--- src/rtl/bbp_pkg.sv ---
`timescale 1ns / 1ps

package bbp_pkg;

	// Default field formats
	localparam int COORD_BITS_DEF      = 16;
	localparam int PARAM_FRAC_BITS_DEF = 16;

	// Grid shape: 4 rows (u) by 4 columns (v), three coordinates per point
	localparam int GRID_PTS = 16;
	localparam int PT_BITS  = 4;
	localparam int NAXES    = 3;

	// Width of one weight digit fed to the digit multiplier
	localparam int DIGIT_BITS = 16;

	// Cycles from a parameter register to settled weights
	localparam int WGT_LAT = 3;

	typedef enum logic {
		ACT_LOAD = 1'b0,
		ACT_EVAL = 1'b1
	} action_t;

	typedef enum logic [2:0] {
		ST_IDLE,
		ST_WGT,
		ST_RUN,
		ST_DRAIN,
		ST_ROUND
	} state_t;

	// Controller to datapath
	typedef struct packed {
		logic load_pt;
		logic start_eval;
		logic issue;
		logic load_out;
	} cmd_t;

	// Datapath to controller
	typedef struct packed {
		logic pipe_busy;
		logic out_full;
	} sts_t;

endpackage

--- src/rtl/bbp_ctrl.sv ---
`timescale 1ns / 1ps

module bbp_ctrl #(
	parameter int PARAM_FRAC_BITS = bbp_pkg::PARAM_FRAC_BITS_DEF
) (
	input  logic                              clk,
	input  logic                              arst_n,
	input  logic                              req_valid,
	input  logic                              req_action,
	output logic                              req_ready,
	input  bbp_pkg::sts_t                     sts,
	output bbp_pkg::cmd_t                     cmd,
	output logic [bbp_pkg::PT_BITS-1:0]       pt_idx,
	output logic [$clog2((3*PARAM_FRAC_BITS+bbp_pkg::DIGIT_BITS)
	                     / bbp_pkg::DIGIT_BITS)-1:0] dig_i,
	output logic [$clog2((3*PARAM_FRAC_BITS+bbp_pkg::DIGIT_BITS)
	                     / bbp_pkg::DIGIT_BITS)-1:0] dig_j
);
	import bbp_pkg::*;

	localparam int WB  = 3 * PARAM_FRAC_BITS + 1;
	localparam int ND  = (WB + DIGIT_BITS - 1) / DIGIT_BITS;
	localparam int DIW = $clog2(ND);
	localparam int WCW = $clog2(WGT_LAT);

	state_t           state_q;
	state_t           state_d;
	logic [WCW-1:0]   wcnt_q;
	logic [PT_BITS-1:0] pt_q;
	logic [DIW-1:0]   di_q;
	logic [DIW-1:0]   dj_q;
	logic             dj_last;
	logic             di_last;
	logic             run_last;
	logic             accept;

	assign dj_last  = (dj_q == DIW'(ND - 1));
	assign di_last  = (di_q == DIW'(ND - 1));
	assign run_last = dj_last && di_last && (pt_q == PT_BITS'(GRID_PTS - 1));
	assign accept   = req_valid && req_ready;

	// Next state
	always_comb begin
		state_d = state_q;
		case (state_q)
			ST_IDLE: begin
				if (req_valid && (req_action == ACT_EVAL)) state_d = ST_WGT;
			end
			ST_WGT: begin
				if (wcnt_q == WCW'(WGT_LAT - 1)) state_d = ST_RUN;
			end
			ST_RUN: begin
				if (run_last) state_d = ST_DRAIN;
			end
			ST_DRAIN: begin
				if (!sts.pipe_busy) state_d = ST_ROUND;
			end
			ST_ROUND: begin
				if (!sts.out_full) state_d = ST_IDLE;
			end
			default: state_d = ST_IDLE;
		endcase
	end

	// Outputs
	always_comb begin
		req_ready      = 1'b0;
		cmd.load_pt    = 1'b0;
		cmd.start_eval = 1'b0;
		cmd.issue      = 1'b0;
		cmd.load_out   = 1'b0;
		case (state_q)
			ST_IDLE: begin
				req_ready      = 1'b1;
				cmd.load_pt    = req_valid && (req_action == ACT_LOAD);
				cmd.start_eval = req_valid && (req_action == ACT_EVAL);
			end
			ST_RUN: begin
				cmd.issue = 1'b1;
			end
			ST_ROUND: begin
				cmd.load_out = !sts.out_full;
			end
			default: begin
				req_ready = 1'b0;
			end
		endcase
	end

	always_ff @(posedge clk or negedge arst_n) begin
		if (!arst_n) begin
			state_q <= ST_IDLE;
		end else begin
			state_q <= state_d;
		end
	end

	// Count weight settling cycles
	always_ff @(posedge clk or negedge arst_n) begin
		if (!arst_n) begin
			wcnt_q <= '0;
		end else if (state_q == ST_WGT) begin
			wcnt_q <= wcnt_q + WCW'(1);
		end else begin
			wcnt_q <= '0;
		end
	end

	// Walk grid points and weight digit pairs, column digit fastest
	always_ff @(posedge clk or negedge arst_n) begin
		if (!arst_n) begin
			pt_q <= '0;
			di_q <= '0;
			dj_q <= '0;
		end else if (state_q == ST_RUN) begin
			dj_q <= dj_last ? '0 : dj_q + DIW'(1);
			if (dj_last) begin
				di_q <= di_last ? '0 : di_q + DIW'(1);
				if (di_last) pt_q <= pt_q + PT_BITS'(1);
			end
		end else if (accept) begin
			pt_q <= '0;
			di_q <= '0;
			dj_q <= '0;
		end
	end

	assign pt_idx = pt_q;
	assign dig_i  = di_q;
	assign dig_j  = dj_q;

endmodule

--- config.mk ---
export PLATFORM = sky130hd
export DESIGN_NAME = bbp_ctrl
export DESIGN_NICKNAME = d
export VERILOG_FILES = /design/src/rtl/bbp_pkg.sv /design/src/rtl/bbp_ctrl.sv
export SDC_FILE = /design/constraint.sdc
export NUM_CORES = 1
export LEC_CHECK = 0
export BUFFER_PORTS_ARGS = -buffer_cell sky130_fd_sc_hd__buf_2
export CORE_MARGIN = 5
export CORE_UTILIZATION = 50
export CTS_BUF_LIST = sky130_fd_sc_hd__clkbuf_16
export CTS_CLUSTER_DIAMETER = 50
export CTS_CLUSTER_SIZE = 30
export DETAILED_ROUTE_END_ITERATION = 8
export GPL_TIMING_DRIVEN = 0
export PLACE_DENSITY = 0.86
export SKIP_CTS_REPAIR_TIMING = 1
export SYNTH_ARGS = -nofsm -noshare
export SYNTH_HDL_FRONTEND = slang
export SYNTH_SLANG_ARGS = --single-unit
--- constraint.sdc ---
create_clock -name clk -period 1.8 [get_ports clk]
set_input_delay 0.18 -clock clk [delete_from_list [all_inputs] [get_ports clk]]
set_output_delay 0.18 -clock clk [all_outputs]
set_load 0.02 [all_outputs]
==> metrics.md <==
| Metric | Value |
|---|---|
| Die width | `48.46 µm` |
| Syn_area_per_cell | `9.360 µm²` |
| Hpwl dp | `around 1.2 mm` |
| Vias in the first global route | `664` |
| Grt total ovfl | `0` |
| Die area | `roughly 0.0023 mm²` |
| Num CTS Buffers | `3` |
| Sequential share of the synthesized area | `0.4399` |
| Power, Total | `around 1.4 mW` |
| Final hold vios | `0` |
| Drt wl/cell | `approximately 14 µm` |
| GRT Overall Usage | `0.1462` |
| RePlAce Congestion | `0.7854` |
| Fraction of the cycle the final worst path needs | `0.9546` |
| Clk network pwr share | `0.297` |
| Syn_nets | `89` |
| Synth Instances | `approximately 80` |
| Final ANT Viol Nets | `0` |
| Max_cap viols | `0` |
| Core box area | `approximately 0.0014 mm²` |
| Layout cell share with drive strength beyond 1 | `0.2843` |
| Critical Path Fanout Max | `9` |
| CTS sink cnt | `13` |
| Unique masters post-synth | `26` |
| Max_slew headroom | `0.8043` |
| # nets final | `roughly 110` |
| Crit path buf inv count | `1` |
| Synth Warn # | `0` |
| Clock-pin slew on the worst setup and hold paths | `40 ps` |
| Critical path class | `reg -> out` |
| Top-area cell type share of the netlist area | `0.4399` |
| Worst Hold Class | `in -> reg` |
| Placed cell count | `between 100 and 150` |
| Max stage delay on crit path | `roughly 580 ps` |
| Sequential share of power | `0.327` |
| Clock tree buffer depth | `2` |
| Diode count | `0` |
| Syn-to-layout area delta | `28.09%` |
| Tightest Pin Transition | `about 300 ps` |
| Drt pass-1 iters | `4` |
| Synth Register Bits | `13` |
| Crit path time final | `between 1500 and 2000 ps` |
| Area leader, netlist | `dfrtp_1` |
| Power per cell area | `1454 mW/mm²` |
| Synth area leaders | `dfrtp_1 (44%), ha_1 (6.8%), nand3_1 (6.8%), nand2_1 (4.6%), mux2i_1 (4.1%)` |
| Crit path DAT | `around 1500 ps` |
| Worst Setup End Kind | `output pin` |
| Status | `finished, final reports clean` |
| Antenna violations before repair | `0` |
| Final WL | `about 1.6 mm` |
| Clk_lat worst skew | `between 200 and 250 ps` |
| Top delay family on crit path | `simple AND/OR/NAND/NOR gates` |
| Site Rows | `13` |
| TritonCTS clock tree | `done` |
| Psw | `a little under 0.5 mW` |
| Port Buf Inserts | `18` |
| # IOs | `19` |
| Root buffer cell | `clkbuf_16` |
| CP required | `around 1600 ps` |
| Crit path cell chain | `or4b_4 -> nor2_1 -> buf_2` |
| Leakage | `roughly 0.5 nW` |
| DR vias/cell | `around 5.6` |
| Sw frac | `0.3545` |
| Worst hold slack | `178.4 ps` |
| First-pass GRT wire length | `between 2 and 3 mm` |
| Worst clock skew | `~1.4 ps` |
| Max IR drop VDD | `0.0007678 V` |
| Initial Utilization | `0.5477` |
| Max Slew Vio Count | `0` |
| Netlist Area Pre-Place | `between 700 and 800 µm²` |
| Initial drt markers | `12` |
| Largest net degree at the start of global routing | `14` |
| CP max stage cell | `or4b_4` |
| Gate power share | `0.377` |
| CP startpoint kind | `flip-flop` |
| H-tree levels | `1` |
| Remaining DRCs | `0` |
| Die span in y | `48.46 µm` |
| Vias | `about 650` |
| Finished Layout Cells | `approximately 120` |
| RSZ-0062 raised after global routing | `no` |
| Final setup fails | `0` |
| Fmax achieved | `around 580 MHz` |
| Internal | `between 0.8 and 0.9 mW` |
==> power by group through the flow <==
| stage | registers [mW] | logic [mW] | clock network (mW) |
|---|---|---|---|
| after detailed placement | 0.451 | 0.506 | 0 |
| after CTS | 0.448 | 0.507 | 0.416 |
| after floorplan | 0.470 | 0.341 | 0 |
| after global placement | 0.446 | 0.488 | 0 |
| final | 0.450 | 0.519 | 0.409 |
| after global routing | 0.465 | 0.574 | 0.435 |
==> stage by stage <==
stage | cell area [µm²] | utilization | worst slack [ps] | setup TNS [ps]
after floorplan | 739.5 | - | 193.3 | 0
after global placement | 848.3 | 0.6284 | 135.7 | 0
after detailed placement | 848.3 | 0.6284 | 127.0 | 0
after CTS | 927.1 | 0.6867 | -141.8 | -283.3
after global routing | 947.2 | 0.7016 | 3.109 | 0
final | 947.2 | 0.7016 | 81.75 | 0
==> sequential cells by signal (all words and copies together), names as in the netlist <==
signal and cells:
pt_idx 4, state_q 3, dig_i 2, dig_j 2, wcnt_q 2
==> worst register-to-register path: stages, from the launching register on <==
cell,delay [ps]
dfrtp_1,420
buf_2,240
nand3_1,150
a21oi_1,270
mux2_2,370
==> layout make-up <==
class | count | area (µm²)
well taps | 15 | 18.77
inverters | 6 | 22.52
multi-input cells | 57 | 377.9
clock buffers | 3 | 75.07
fillers | 115 | 402.9
plain buffers | 2 | 16.27
repair buffers | 20 | 107.6
clock inverters | 1 | 3.754
flip-flops and latches | 13 | 325.3
==> Yosys cell counts <==
cell	n
nand2b_1	4
ha_1	4
inv_1	6
o21ai_0	2
dfrtp_1	13
or4_4	1
or2_1	1
a211oi_1	2
or3b_2	1
buf_2	1
nand3b_1	1
nand2_1	9
o31ai_1	2
o22a_1	1
mux2i_1	3
mux2_2	1
a21oi_1	3
buf_6	1
nand4bb_1	1
nor3_1	2
nor2_1	6
or4b_1	1
clkbuf_1	1
and2b_1	1
o211ai_2	1
nand3_1	10
==> logic make-up after synthesis <==
group	synth area share
simple gates	0.2758
fa+ha+maj	0.06768
buf+inv	0.05752
mux	0.05584
flops	0.4399
compound gates	0.1032
==> routing by layer <==
| layer | up-vias | GRT usage | share of wire |
|---|---|---|---|
| met4 | 0 | 0.05381 | 0.015 |
| met2 | 24 | 0.2478 | 0.49 |
| met5 | - | 0 | 0 |
| met1 | 301 | 0.1761 | 0.43 |
| met3 | 6 | 0.03670 | 0.059 |
| li1 | 321 | - | - |
==> placed cells by master (no fill, tap or decap), drive strengths merged <==
master,netlist,routed
buf,2,21
dfrtp,13,13
nand3,10,10
nand2,9,9
inv,6,7
nor2,6,6
nand2b,4,4
ha,4,4
a21oi,3,3
mux2i,3,3
clkbuf,1,3
nor3,2,2
o31ai,2,2
o21ai,2,2
a211oi,2,2
or4b,1,1
or3b,1,1
or2,1,1
nand4bb,1,1
o22a,1,1
or4,1,1
and2b,1,1
o211ai,1,1
nand3b,1,1
mux2,1,1
dlygate4sd3,0,1
==> final timing paths <==
kind | from | to | slack, ps | cells past startpoint
worst min register to register | wcnt_q[0] | wcnt_q[0] | 430 | 1
worst min-delay path | sts[1] | state_q[2] | 180 | 2
max in group asynchronous | arst_n | pt_idx[3] | 1210 | 2
worst max register to register | state_q[1] | pt_idx[0] | 230 | 4
worst max-delay path | state_q[0] | cmd[3] | 80 | 3
min in group asynchronous | arst_n | state_q[1] | 370 | 2
(Power assumes the default switching activity.)
